## config.mk

```make
export PLATFORM = sky130hd
export DESIGN_NAME = dfc_ram
export DESIGN_NICKNAME = d
export VERILOG_FILES = /design/src/hdl/dfc_pkg.sv /design/src/hdl/dfc_ram.sv
export SDC_FILE = /design/constraint.sdc
export NUM_CORES = 2
export LEC_CHECK = 0
export ABC_AREA = 1
export BUFFER_PORTS_ARGS = -buffer_cell sky130_fd_sc_hd__buf_4
export CAP_MARGIN = 15
export CORE_MARGIN = 1
export CORE_UTILIZATION = 35
export DETAILED_ROUTE_END_ITERATION = 10
export PLACE_DENSITY = 0.51
export SLEW_MARGIN = 25
export SYNTH_ARGS = -nofsm -noshare
export SYNTH_HDL_FRONTEND = slang
export SYNTH_SLANG_ARGS = --single-unit
```

## constraint.sdc

```tcl
create_clock -name clk -period 1.8 [get_ports clk]
set_clock_uncertainty 0.1 [all_clocks]
set_input_delay 0.09 -clock clk [delete_from_list [all_inputs] [get_ports clk]]
set_output_delay 0.09 -clock clk [all_outputs]
set_load 0.1 [all_outputs]
```

## src/hdl/dfc_pkg.sv

```systemverilog
// ----------------------------------------------------------------------------
// dfc_pkg
// Shared types and constants of the lighting frame composer: word layouts,
// operation codes, register indexes and the control bundle of the compose
// stage.
// ----------------------------------------------------------------------------
`default_nettype none

package dfc_pkg;

  // fixed field widths
  localparam int MODE_W    = 3;
  localparam int CH_W      = 10;
  localparam int LEVEL_W   = 9;
  localparam int SLOT_W    = 8;
  localparam int COUNT_W   = 10;
  localparam int AGE_W     = 32;
  localparam int TIMEOUT_W = 16;
  localparam int CFG_IDX_W = 2;
  localparam int CFG_W     = 16;

  // default number of slots in a frame
  localparam int SLOT_COUNT_DEF = 512;

  // operation codes carried in the mode field
  localparam logic [MODE_W-1:0] MODE_SET_OVR = 3'd0;
  localparam logic [MODE_W-1:0] MODE_CLEAR   = 3'd1;
  localparam logic [MODE_W-1:0] MODE_WRITE   = 3'd2;
  localparam logic [MODE_W-1:0] MODE_TICK    = 3'd3;
  localparam logic [MODE_W-1:0] MODE_READ    = 3'd4;

  // configuration register indexes
  localparam logic [CFG_IDX_W-1:0] CFG_MANUAL_ENABLE = 2'd0;
  localparam logic [CFG_IDX_W-1:0] CFG_HOLD_TIMEOUT  = 2'd1;
  localparam logic [CFG_IDX_W-1:0] CFG_FIRST_PIN     = 2'd2;

  // override entry meaning automatic (minus one)
  localparam logic [LEVEL_W-1:0] OVR_AUTO = 9'h1FF;

  // channel that the pin forces, and the value it forces
  localparam logic [CH_W-1:0]   PIN_CHANNEL = 10'd1;
  localparam logic [SLOT_W-1:0] PIN_LEVEL   = 8'h01;

  // input word
  typedef struct packed {
    logic [MODE_W-1:0]  mode;
    logic [CH_W-1:0]    channel;
    logic [LEVEL_W-1:0] level;
    logic               frame_end;
  } in_word_t;

  // result word
  typedef struct packed {
    logic [SLOT_W-1:0]  slot_level;
    logic               override_any;
    logic [COUNT_W-1:0] override_total;
    logic               blacked_out;
  } out_word_t;

  // state and settings the compose stage looks at
  typedef struct packed {
    logic                 fire;
    logic [CH_W-1:0]      channel;
    logic                 in_range;
    logic                 manual_enable;
    logic                 first_pin;
    logic [TIMEOUT_W-1:0] hold_timeout;
    logic                 frame_seen;
    logic [AGE_W-1:0]     frame_age;
    logic [CH_W-1:0]      frame_length;
    logic [COUNT_W-1:0]   override_count;
  } comp_ctl_t;

endpackage

`default_nettype wire

```

## src/hdl/dfc_ram.sv

```systemverilog
// ----------------------------------------------------------------------------
// dfc_ram
// Simple dual-port synchronous memory: one write port, one read port with
// registered read data.
// ----------------------------------------------------------------------------
`default_nettype none

module dfc_ram #(
  parameter int DEPTH = dfc_pkg::SLOT_COUNT_DEF,
  parameter int WIDTH = dfc_pkg::SLOT_W
) (
  input  wire logic                     clk,
  input  wire logic                     we,
  input  wire logic [$clog2(DEPTH)-1:0] waddr,
  input  wire logic [WIDTH-1:0]         wdata,
  input  wire logic [$clog2(DEPTH)-1:0] raddr,
  output logic      [WIDTH-1:0]         rdata
);

  logic [WIDTH-1:0] mem [DEPTH];

  // write port
  always_ff @(posedge clk) begin
    if (we) begin
      mem[waddr] <= wdata;
    end
  end

  // read port, registered read data
  always_ff @(posedge clk) begin
    rdata <= mem[raddr];
  end

endmodule

`default_nettype wire

```

==> run summary <==
RSZ-0062 raised after global routing - true
hpwl dp - 329 mm
Max-cap violations - 0
CTS Buffer Depth - 4
cts bufs inserted - 440
GP Congestion - 0.860
Netlist cell types - 16
drt drc - 0
worst-path fanout max - 1
failing checks - setup timing
fillers - 43700
Clock transition at path regs - 0.06 ns
post-route cell area - 202000 µm²
PwrDens - 1030 nW/µm²
Cells after DPL - 20700
post-place setup slack - -1.73 ns
CP Class - reg -> reg
Yosys warnings - 0
Via Count - 112000
Slew Limit Fails - 0
DRT iter0 DRCs - 11900
WP data required - 2.58 ns
largest net degree at the start of global routing - 99
Initial Utilization - 35.1%
buffers and inverters on the worst path - 0
Synth top area share - 73.8%
Synth Area in Compound Gates - 0%
clock sink count - 4104
Chip Width - 692 µm
Synth Instances - 13900
dominant cells by area after synthesis - edfxtp_1 (74%), nand3_1 (12%), nand2_1 (9.4%)
total number of H-tree levels - 5
Area after DPL - 185000 µm²
Vias/cell - 5.21
post-synthesis mux area share - 0%
area grow syn2layout - 21.0%
most frequent CP cell - nand3_1
row count - 253
Post-Layout Cell Count - 21600
crit-path max cell delay - 0.35 ns
WL final - 522 mm
core outline area - 475000 µm²
Period minus WS final - 1.93 ns
CP Launch Type - flip-flop
Util after Layout - 42.5%
clk_lat worst skew - 1.01 ns
Final setup viols - 15
Hold Fails Final Rpt - 0
smallest setup slack after layout - -0.125 ns
vias in the first global route - 109000
Power Total - 207 mW
worst hold stages - 2
die height - 692 µm
Clock Tree Root - clkbuf_16
first-pass GRT wire length - 759 mm
Seq/Total Area, Yosys - 73.9%
fmax - 0.519 GHz
post-synth net total - 13900
Synth Area in XOR/XNOR - 0%
Mean Syn Cell Area - 12.0 µm²
share of cells above drive strength 1 - 16.6%
Synth Area in Simple Gates - 22.8%
I/O Pins - 36
#FFs+latches synth - 4104
most area-hungry cell type in the Yosys netlist - edfxtp_1
CP top delay family - simple AND/OR/NAND/NOR gates
endpoint type of the worst setup path - flip-flop
crit path DAT - 2.71 ns
Post-Synthesis Cell Area - 167000 µm²
worst-case vdd ir drop - 0.000845 V
CTS tree - yes
final hold slack - 0.0688 ns
Slew @ Worst Pin - 0.899 ns
Port Buffers - 35
setup_tns - -1.18 ns
antenna violations before repair - 32
GRT overflow - 0
HP Class - in -> reg
CP Cell Sequence - nand2_1 > nand3_1 > nand3_1 > nand3_2 > nand3_2 > nand3_1 > nand3_1 > nand3_1 > nand3_2 > nand2_1
status - complete, but fails checks
largest family of logic cells by synthesized area - simple AND/OR/NAND/NOR gates
Max-slew headroom - 40.0%
slowest cell on the critical path - edfxtp_1
Post-Synth Adder-Cell Area - 0%
Tcrit/Tclk final - 107%
Reg2Reg Depth - 10
WL/cell - 24.2 µm
DIE AREA - 479000 µm²
Routed Antenna Nets - 0
DR pass1 iterations - 6
cell depth of the worst setup path - 10
nets - 15000
GRT Total Usage - 21.2%
static leakage - 72.1 nW
cell usage after synthesis (all sizes together):
cell type and count:
buf 799, clkbuf 184, dfxtp 8, edfxtp 4096, inv 39, nand2 4160, nand3 4080, nor2 514
nor3 11
per-layer routing:
layer  vias to the layer above  GRT usage [%]  routed length [µm]
met2                      3842           33.7              241000
met4                        10           5.55               14100
met5                         -              0                  64
met3                       734           2.42               34000
li1                      51700              -                   -
met1                     56000           30.9              233000
registers in the layout, indices dropped and copies added (netlist names):
register and count:
mem 4096, rdata 8
cell type report:
cell class | instances | area (µm²) | area share, %
Antenna cell | 6 | 15.0 | 0.00744
Tap cell | 6247 | 7820 | 3.87
Timing Repair Buffer | 1620 | 16600 | 8.21
Inverter | 39 | 203 | 0.100
Clock inverter | 226 | 1890 | 0.935
Clock buffer | 568 | 11600 | 5.77
Multi-Input combinational cell | 8765 | 40400 | 20.0
Sequential cell | 4104 | 123000 | 61.1
power breakdown:
part,total (mW),internal [mW],leakage [nW],switching [mW]
combinational,15.1,4.53,28.7,10.5
clock,86.6,49.1,6.58,37.5
sequential,105,105,36.9,0.149
cell families (layout without fill, tap and decap cells):
group,after synthesis,count (layout)
and+or+nand+nor,8765,8765
DFF,4104,4104
other,0,6
buffers and inverters,1022,2453
placed cells by master, fill, tap and decap left out, types with 8 or more instances in the layout:
| cell | instances |
|---|---|
| dlygate4sd3_1 | 31 |
| nand3_4 | 65 |
| buf_6 | 9 |
| buf_12 | 333 |
| clkbuf_1 | 120 |
| nor2_1 | 509 |
| clkbuf_16 | 447 |
| nand3_1 | 3723 |
| inv_1 | 30 |
| bufinv_16 | 26 |
| nand2_1 | 4140 |
| clkinv_1 | 114 |
| nand2_4 | 15 |
| clkinv_2 | 58 |
| nand3_2 | 292 |
| inv_6 | 8 |
| buf_4 | 1232 |
| nor3_1 | 11 |
| buf_8 | 11 |
| edfxtp_1 | 4096 |
worst register-to-register path, cell delays in order, from the launching register on:
cell	delay, ns
edfxtp_1	0.35
nand2_1	0.07
nand3_1	0.08
nand3_1	0.16
nand3_2	0.18
nand3_2	0.17
nand3_1	0.17
nand3_1	0.17
nand3_1	0.14
nand3_2	0.16
nand2_1	0.06
what timing repair did:
| item | CTS | global route |
|---|---|---|
| endpoints found under the hold margin | 5393 | 0 |
| buffers inserted | 0 | 0 |
| resized for setup | 347 | 134 |
| hold buffers | 34 | 0 |
| setup endpoints to repair | 16 | 126 |
| pin swaps | 32 | 45 |
final timing paths:
check / start / end / slack (ns)
worst min register to register: mem[324][3]$_DFFE_PP_ / rdata[3]$_DFF_P_ / 1.01
worst max register to register: mem[441][1]$_DFFE_PP_ / rdata[1]$_DFF_P_ / -0.13
worst min-delay path: wdata[0] / mem[266][0]$_DFFE_PP_ / 0.07
worst max-delay path: mem[441][1]$_DFFE_PP_ / rdata[1]$_DFF_P_ / -0.13
(Power assumes the default switching activity.)
