[config.mk]
export PLATFORM = sky130hd
export DESIGN_NAME = dfc_compose
export DESIGN_NICKNAME = d
export VERILOG_FILES = /design/src/hdl/dfc_pkg.sv /design/src/hdl/dfc_compose.sv
export SDC_FILE = /design/constraint.sdc
export NUM_CORES = 1
export LEC_CHECK = 0
export BUFFER_PORTS_ARGS = -buffer_cell sky130_fd_sc_hd__buf_2
export CORE_ASPECT_RATIO = 0.8
export CORE_MARGIN = 5
export CORE_UTILIZATION = 31
export DETAILED_ROUTE_END_ITERATION = 10
export PLACE_DENSITY_LB_ADDON = 0.1
export SLEW_MARGIN = 20
export SYNTH_ARGS = -nofsm -noshare
export SYNTH_HDL_FRONTEND = slang
export SYNTH_SLANG_ARGS = --single-unit
[constraint.sdc]
create_clock -name clk -period 5.7 [get_ports clk]
set_input_delay 1.71 -clock clk [delete_from_list [all_inputs] [get_ports clk]]
set_output_delay 1.71 -clock clk [all_outputs]
set_load 0.1 [all_outputs]
[src/hdl/dfc_pkg.sv]
// ----------------------------------------------------------------------------
// dfc_pkg
// Shared types and constants of the lighting frame composer: word layouts,
// operation codes, register indexes and the control bundle of the compose
// stage.
// ----------------------------------------------------------------------------
`default_nettype none

package dfc_pkg;

  // fixed field widths
  localparam int MODE_W    = 3;
  localparam int CH_W      = 10;
  localparam int LEVEL_W   = 9;
  localparam int SLOT_W    = 8;
  localparam int COUNT_W   = 10;
  localparam int AGE_W     = 32;
  localparam int TIMEOUT_W = 16;
  localparam int CFG_IDX_W = 2;
  localparam int CFG_W     = 16;

  // default number of slots in a frame
  localparam int SLOT_COUNT_DEF = 512;

  // operation codes carried in the mode field
  localparam logic [MODE_W-1:0] MODE_SET_OVR = 3'd0;
  localparam logic [MODE_W-1:0] MODE_CLEAR   = 3'd1;
  localparam logic [MODE_W-1:0] MODE_WRITE   = 3'd2;
  localparam logic [MODE_W-1:0] MODE_TICK    = 3'd3;
  localparam logic [MODE_W-1:0] MODE_READ    = 3'd4;

  // configuration register indexes
  localparam logic [CFG_IDX_W-1:0] CFG_MANUAL_ENABLE = 2'd0;
  localparam logic [CFG_IDX_W-1:0] CFG_HOLD_TIMEOUT  = 2'd1;
  localparam logic [CFG_IDX_W-1:0] CFG_FIRST_PIN     = 2'd2;

  // override entry meaning automatic (minus one)
  localparam logic [LEVEL_W-1:0] OVR_AUTO = 9'h1FF;

  // channel that the pin forces, and the value it forces
  localparam logic [CH_W-1:0]   PIN_CHANNEL = 10'd1;
  localparam logic [SLOT_W-1:0] PIN_LEVEL   = 8'h01;

  // input word
  typedef struct packed {
    logic [MODE_W-1:0]  mode;
    logic [CH_W-1:0]    channel;
    logic [LEVEL_W-1:0] level;
    logic               frame_end;
  } in_word_t;

  // result word
  typedef struct packed {
    logic [SLOT_W-1:0]  slot_level;
    logic               override_any;
    logic [COUNT_W-1:0] override_total;
    logic               blacked_out;
  } out_word_t;

  // state and settings the compose stage looks at
  typedef struct packed {
    logic                 fire;
    logic [CH_W-1:0]      channel;
    logic                 in_range;
    logic                 manual_enable;
    logic                 first_pin;
    logic [TIMEOUT_W-1:0] hold_timeout;
    logic                 frame_seen;
    logic [AGE_W-1:0]     frame_age;
    logic [CH_W-1:0]      frame_length;
    logic [COUNT_W-1:0]   override_count;
  } comp_ctl_t;

endpackage

`default_nettype wire

[src/hdl/dfc_compose.sv]
// ----------------------------------------------------------------------------
// dfc_compose
// Builds one output slot from the stored slot byte and override entry:
// blackout, override overlay, zero padding, start code and channel-one pin,
// then registers the result word and its strobe.
// ----------------------------------------------------------------------------
`default_nettype none

module dfc_compose (
  input  wire logic                           clk,
  input  wire logic                           rst_n,
  input  wire dfc_pkg::comp_ctl_t             ctl,
  input  wire logic [dfc_pkg::SLOT_W-1:0]     slot_rdata,
  input  wire logic [dfc_pkg::LEVEL_W-1:0]    ovr_rdata,
  output logic                                out_valid,
  output dfc_pkg::out_word_t                  out_data
);

  logic                       blackout;
  logic                       overlay;
  logic [dfc_pkg::SLOT_W-1:0] level;
  logic                       out_valid_r;
  dfc_pkg::out_word_t         out_data_r;

  // hold timeout and overlay conditions
  assign blackout = (ctl.hold_timeout != '0) && ctl.frame_seen &&
                    (ctl.frame_age > {{(dfc_pkg::AGE_W - dfc_pkg::TIMEOUT_W){1'b0}},
                                      ctl.hold_timeout});
  assign overlay  = ctl.manual_enable && (ctl.override_count != '0);

  // slot value
  always_comb begin
    level = blackout ? '0 : slot_rdata;
    if (overlay && !ovr_rdata[dfc_pkg::LEVEL_W-1]) begin
      level = ovr_rdata[dfc_pkg::SLOT_W-1:0];
    end
    // padding past the frame length only without overlay
    if (!overlay && (ctl.channel > ctl.frame_length)) begin
      level = '0;
    end
    if (!ctl.in_range) begin
      level = '0;
    end
    if (ctl.first_pin && (ctl.channel == dfc_pkg::PIN_CHANNEL)) begin
      level = dfc_pkg::PIN_LEVEL;
    end
  end

  // result strobe
  always_ff @(posedge clk) begin
    if (!rst_n) begin
      out_valid_r <= 1'b0;
    end else begin
      out_valid_r <= ctl.fire;
    end
  end

  // result word
  always_ff @(posedge clk) begin
    if (ctl.fire) begin
      out_data_r.slot_level     <= level;
      out_data_r.override_any   <= (ctl.override_count != '0);
      out_data_r.override_total <= ctl.override_count;
      out_data_r.blacked_out    <= blackout;
    end
  end

  assign out_valid = out_valid_r;
  assign out_data  = out_data_r;

endmodule

`default_nettype wire

==> results of run 1 <==
## through the flow
step	cells	hold slack (ns)	power, uW
2_1_floorplan	156	1.81	317
3_3_place_gp	339	1.90	378
3_5_place_dp	339	1.90	379
4_1_cts	343	1.63	473
5_1_grt	343	1.64	492
6_report	343	1.64	468
## flip-flops by register name, summed over array words and instances, names as in the netlist
| signal | flops |
|---|---|
| out_data | 20 |
| out_valid | 1 |
## power groups by stage
stage               sequential (uW)  clock [uW]  combinational, uW
finish                          184        93.8                189
global route                    186         101                205
global placement                188           0                190
CTS                             185        96.6                191
floorplan                       275           0               42.4
detailed placement              188           0                191
## worst min-delay path by stage
| stage | from | endpoint | slack [ns] | cells after the start |
|---|---|---|---|---|
| after floorplan | ctl[9] | out_data[10] | 1.81 | 0 |
| after global placement | ctl[1] | out_data[2] | 1.90 | 1 |
| after detailed placement | ctl[1] | out_data[2] | 1.90 | 1 |
| after CTS | ctl[1] | out_data[2] | 1.63 | 1 |
| after global routing | ctl[0] | out_data[1] | 1.64 | 1 |
| final | ctl[1] | out_data[2] | 1.64 | 1 |
## layout make-up
class	count	area, um2	area share, %
multi-input cells	108	862	37.2
flip-flops and latches	21	621	26.8
repair buffers	122	611	26.4
inverters	26	97.6	4.22
well taps	62	77.6	3.35
clock buffers	3	41.3	1.78
clock inverters	1	5.00	0.216
## metal layers
metal,track usage [%],vias to the layer above
met5,0,-
met1,15.9,675
met4,2.48,0
li1,-,840
met3,4.15,2
met2,21.0,70
## cells in the final DEF (no fill, tap or decap), drive strengths merged, types with 4 or more instances in the layout
master and instances:
a21oi 7, buf 122, edfxtp 20, ha 26
inv 26, mux2i 7, nand2 4, nand3 6
nand4 7, nor2 6, nor3 8, nor4 12
## cell families (layout without fill, tap and decap cells)
group / after synthesis / count (layout) / synth area share (%)
multiplexers: 7 / 7 / 4.40
AO/OA/AOI/OAI: 21 / 21 / 8.57
AND/OR/NAND/NOR: 54 / 54 / 20.8
buffers and inverters: 27 / 152 / 6.84
adder cells (fa/ha/maj): 26 / 26 / 20.4
flip-flops: 21 / 21 / 39.0
==> results.md, run 1 <==
- Status: finished clean
- Layout cells sized above 1: 47.0%
- Final Util: 46.2%
- H-tree depth: 1
- Most frequent cells after synthesis: ha_1, inv_1, edfxtp_1
- Synth Net Count: 284
- Top post-synthesis cells by area: edfxtp_1, ha_1, inv_1
- Slowest CP cell: o311ai_0
- Setup bufs post-CTS: 0
- Row count: 23
- Area leader, netlist: edfxtp_1
- Design Area, Final: 2310 um2
- Initial DRT Pass Iterations: 4
- Ys flop type: edfxtp_1
- Setup crit start kind: input port
- Clk pwr share: 20.1%
- Combinational share of power: 40.5%
- MaxCap Viol Count: 0
- HP Class: in -> reg
- Synth Instances: 156
- Sinks on Clock Net: 21
- Synth unique cells: 32
- Inserted Clock Buffers: 3
- Worst Path Required: 5.79 ns
- Lkg Pwr: 0.00119 uW
- Max Slew Vio Count: 0
- Crit path arrival time: 3.61 ns
- Mapped cell area: 1590 um2
- Clock transition at path regs: 0.08 ns
- Placed Area: 2270 um2
- Number of global-route vias before repair: 1,635
- Synth top area share: 37.7%
- Die Wd: 90.1 um
- Sw Ratio: 38.8%
- Setup-failing EPs final: 0
- DRT Wirelength: 4330 um
- CP peak stage delay: 0.41 ns
- Detailed placement HPWL: 4000 um
- GRT Util Overall: 12.5%
- Initial antenna violation count: 0
- RSZ-0062 raised after global routing: false
- DR vias: 1,587
- Grt total ovfl: 0
- Root Buffer: clkbuf_8
- 1st-iter DRT viols: 18
- Worst vdd ir: 0.120 mV
- Pre-CTS setup slack: 1.92 ns
- Final worst setup slack: 2.17 ns
- Port Buffers: 122
- Max-slew headroom: 46.0%
- Cell Pwr Density: 202 nW/um2
- Max Clock Freq: 0.284 GHz
- Flop pwr share: 39.4%
- Period Utilization, post-route: 61.8%
- I/O pin count: 123
- Buffers and inverters on the worst path: 2
- Die height: 74.1 um
- Post-synth EDFFs: 20
- CP top delay family: compound AO/OA/AOI/OAI gates
- N_diodes: 0
- Sequential share of the synthesized area: 39.0%
- Met1 Wirelength: 1910 um
- Crit Path Max Fanout: 7
- Final TNS setup: 0 ns
- # resized after CTS: 0
- Synth warn: 0
- Routed len/inst: 12.6 um
- First-pass GRT wire length: 6960 um
- Crit end category: register
- Bufs on Longest Clock Path: 2
- Met2 wire len: 1970 um
- Worst setup endpoint: out_data[15]
- Critical path class: in -> reg
- Routed wl met3: 420 um
- Post-synthesis sequential element count: 21
- Top Layer Used: met4
- Critical path depth in cells: 9
- Core ar.: 5010 um2
- Initial core utilization: 31.8%
- Tmin final: 3.53 ns
- Least-Margin Pin Slew: 0.808 ns
- Sw power: 181 uW
- Fillers: 505
- Final net count: 410
- CTS tree: yes
- Vias/cell: 4.63
- Drc violations: 0
- Asr flop ratio synth: 0%
- Post-route ant nets: 0
- Critical path origin: ctl[15]
- Crit path cell chain: buf_2, inv_1, ha_1, a211o_1, o211ai_1, a21oi_1, o311ai_0, nand3_1, nor3_1
- Syn_area_per_cell: 10.2 um2
- Internal Pwr Total: 286 uW
- Hold_buf cts: 0
- Largest net degree at the start of global routing: 22
- Final hold viol count: 0
- Die ar.: 6680 um2
- Synth-to-Final Area Change: 45.4%
- GP Congestion: 0.726
Note: power is estimated with default switching activity, not from simulation.
==> run 2: changes to the inputs <==
- clock period: 5.7 -> 3.6 ns (I/O delays scaled with it)
==> run 2 against run 1 <==
Net effect:
- first-iteration DRC count increased by 100%
- die area unchanged
- via count increased by 1.1%
- total power is 58% higher
- global-route usage decreased by 0.14 points
- largest cell class unchanged
==> results.md, run 2 (synthesis gave the netlist of run 1 again) <==
- Status: finished clean
- Initial DRT Pass Iterations: 4 (unchanged)
- Drc violations: 0 (unchanged)
- DRT Wirelength: 4270 um (-1.2%)
- Worst vdd ir: 0.164 mV (+36%)
- DR vias: 1,605 (+1.1%)
- Largest net degree at the start of global routing: 22 (unchanged)
- Placed Area: 2270 um2 (unchanged)
- Max-slew headroom: 45.4% (-0.52 points)
- MaxCap Viol Count: 0 (unchanged)
- Pre-CTS setup slack: 0.459 ns (-1.46 ns)
- Final TNS setup: 0 ns (unchanged)
- Max Clock Freq: 0.350 GHz
- Die ar.: 6680 um2 (unchanged)
- Row count: 23 (unchanged)
- Final worst setup slack: 0.741 ns (-1.43 ns)
- Crit path arrival time: 2.95 ns (-0.66 ns)
- CP peak stage delay: 0.42 ns (about the same)
- Clock transition at path regs: 0.08 ns (about the same)
- Period Utilization, post-route: 79.4%
- Core ar.: 5010 um2 (unchanged)
- Port Buffers: 122 (unchanged)
- Initial antenna violation count: 0 (unchanged)
- 1st-iter DRT viols: 36 (+18)
- Inserted Clock Buffers: 3 (unchanged)
- GRT Util Overall: 12.3% (-0.14 points)
- # resized after CTS: 0 (unchanged)
- Final hold viol count: 0 (unchanged)
- RSZ-0062 raised after global routing: false
- GP Congestion: 0.727 (+0.14%)
- Slowest CP cell: or4_1
- Hold wc startpoint: ctl[1]
- Setup crit start kind: input port
- Root Buffer: clkbuf_8
- HP Class: in -> reg
- Vias/cell: 4.68 (+1.1%)
- Hold_buf cts: 0 (unchanged)
- Final net count: 410 (unchanged)
- Commonest non-fill, non-tap cell in the layout: buf_2
- Die height: 74.1 um (unchanged)
- Cell Pwr Density: 319 nW/um2 (+58%)
- Initial core utilization: 31.8% (unchanged)
- Crit end category: register
- CTS tree: yes
- Leading cell types in the layout, fill and taps excluded: buf_2, inv_1, ha_1
- Die Wd: 90.1 um (unchanged)
- H-tree depth: 1 (unchanged)
- Post-route ant nets: 0 (unchanged)
- Layout cells sized above 1: 47.0% (unchanged)
- Crit Path Max Fanout: 7 (unchanged)
- Worst Hold Depth: 1 (unchanged)
- Setup bufs post-CTS: 0 (unchanged)
- Hold Path Sink: out_data[2]
- Placed Cells: 339 (unchanged)
- Number of global-route vias before repair: 1,635 (unchanged)
- I/O pin count: 123 (unchanged)
- Setup-failing EPs final: 0 (unchanged)
- Max Slew Vio Count: 0 (unchanged)
- Least-Margin Pin Slew: 0.816 ns (+0.00784 ns)
- Max FFs per register: 20 (unchanged)
- First-pass GRT wire length: 6910 um (-0.60%)
- Grt total ovfl: 0 (unchanged)
- Worst Path Required: 3.69 ns (-2.10 ns)
- Routed len/inst: 12.5 um (-1.2%)
- Lkg Pwr: 0.00119 uW (unchanged)
- Detailed placement HPWL: 3940 um (-1.5%)
- Tmin final: 2.86 ns
- Bufs on Longest Clock Path: 2 (unchanged)
- Final cell count without fillers: 343 (unchanged)
- Critical path class: in -> reg
- Design Area, Final: 2310 um2 (unchanged)
- Sinks on Clock Net: 21 (unchanged)
- Crit path cell chain: buf_2, inv_1, ha_1, a211oi_1, nor2_1, or3_1, or4_1, and3_1, nor3_1
- N_diodes: 0 (unchanged)
- Synth-to-Final Area Change: 45.4% (unchanged)
## run 2: worst max path at each step
stage	startpoint	end	slack, ns	cells after the start
6_report	ctl[66]	out_data[16]	0.74	9
5_1_grt	ctl[15]	out_data[14]	0.58	9
4_1_cts	ctl[66]	out_data[16]	0.72	9
3_5_place_dp	ctl[66]	out_data[16]	0.46	9
3_3_place_gp	ctl[66]	out_data[15]	0.50	9
2_1_floorplan	ctl[66]	out_data[13]	0.68	9
## run 2: cell type report
cell class / count / area (um2)
fill: 509 / 2690
multi-input combinational: 108 / 862
sequential: 21 / 621
timing repair buffer: 122 / 611
inverter: 26 / 97.6
tap: 62 / 77.6
clock buffer: 3 / 41.3
clock inverter: 1 / 5.00
## run 2: metal layers
metal	GRT usage [%]	up-vias	wire [um]	part of all wire, %
met5	0	-	0	0
met4	2.98	0	25	0.58
met3	3.34	2	345	8.1
met2	19.8	68	1920	45
li1	-	841	-	-
met1	16.7	694	1980	46
## run 2: critical path: cells and delay by family
| family | cells | cell delay, ns |
|---|---|---|
| AND/OR/NAND/NOR | 5 | 1.26 |
| adder cells (fa/ha/maj) | 1 | 0.28 |
| buffers and inverters | 2 | 0.13 |
| AO/OA/AOI/OAI | 1 | 0.20 |
## run 2: per-stage QoR
stage / total power, uW / hold slack (ns) / util (%)
after CTS: 748 / 1.00 / 46.2
after floorplan: 502 / 1.18 / -
after global placement: 599 / 1.27 / 45.3
final: 739 / 1.01 / 46.2
after detailed placement: 599 / 1.27 / 45.3
after global routing: 779 / 1.00 / 46.2
## run 2: power breakdown
| group | switching (uW) | internal, uW | total, uW |
|---|---|---|---|
| Sequential | 3.93 | 288 | 292 |
| Combinational | 212 | 87.8 | 299 |
| Clock | 70.4 | 76.8 | 147 |
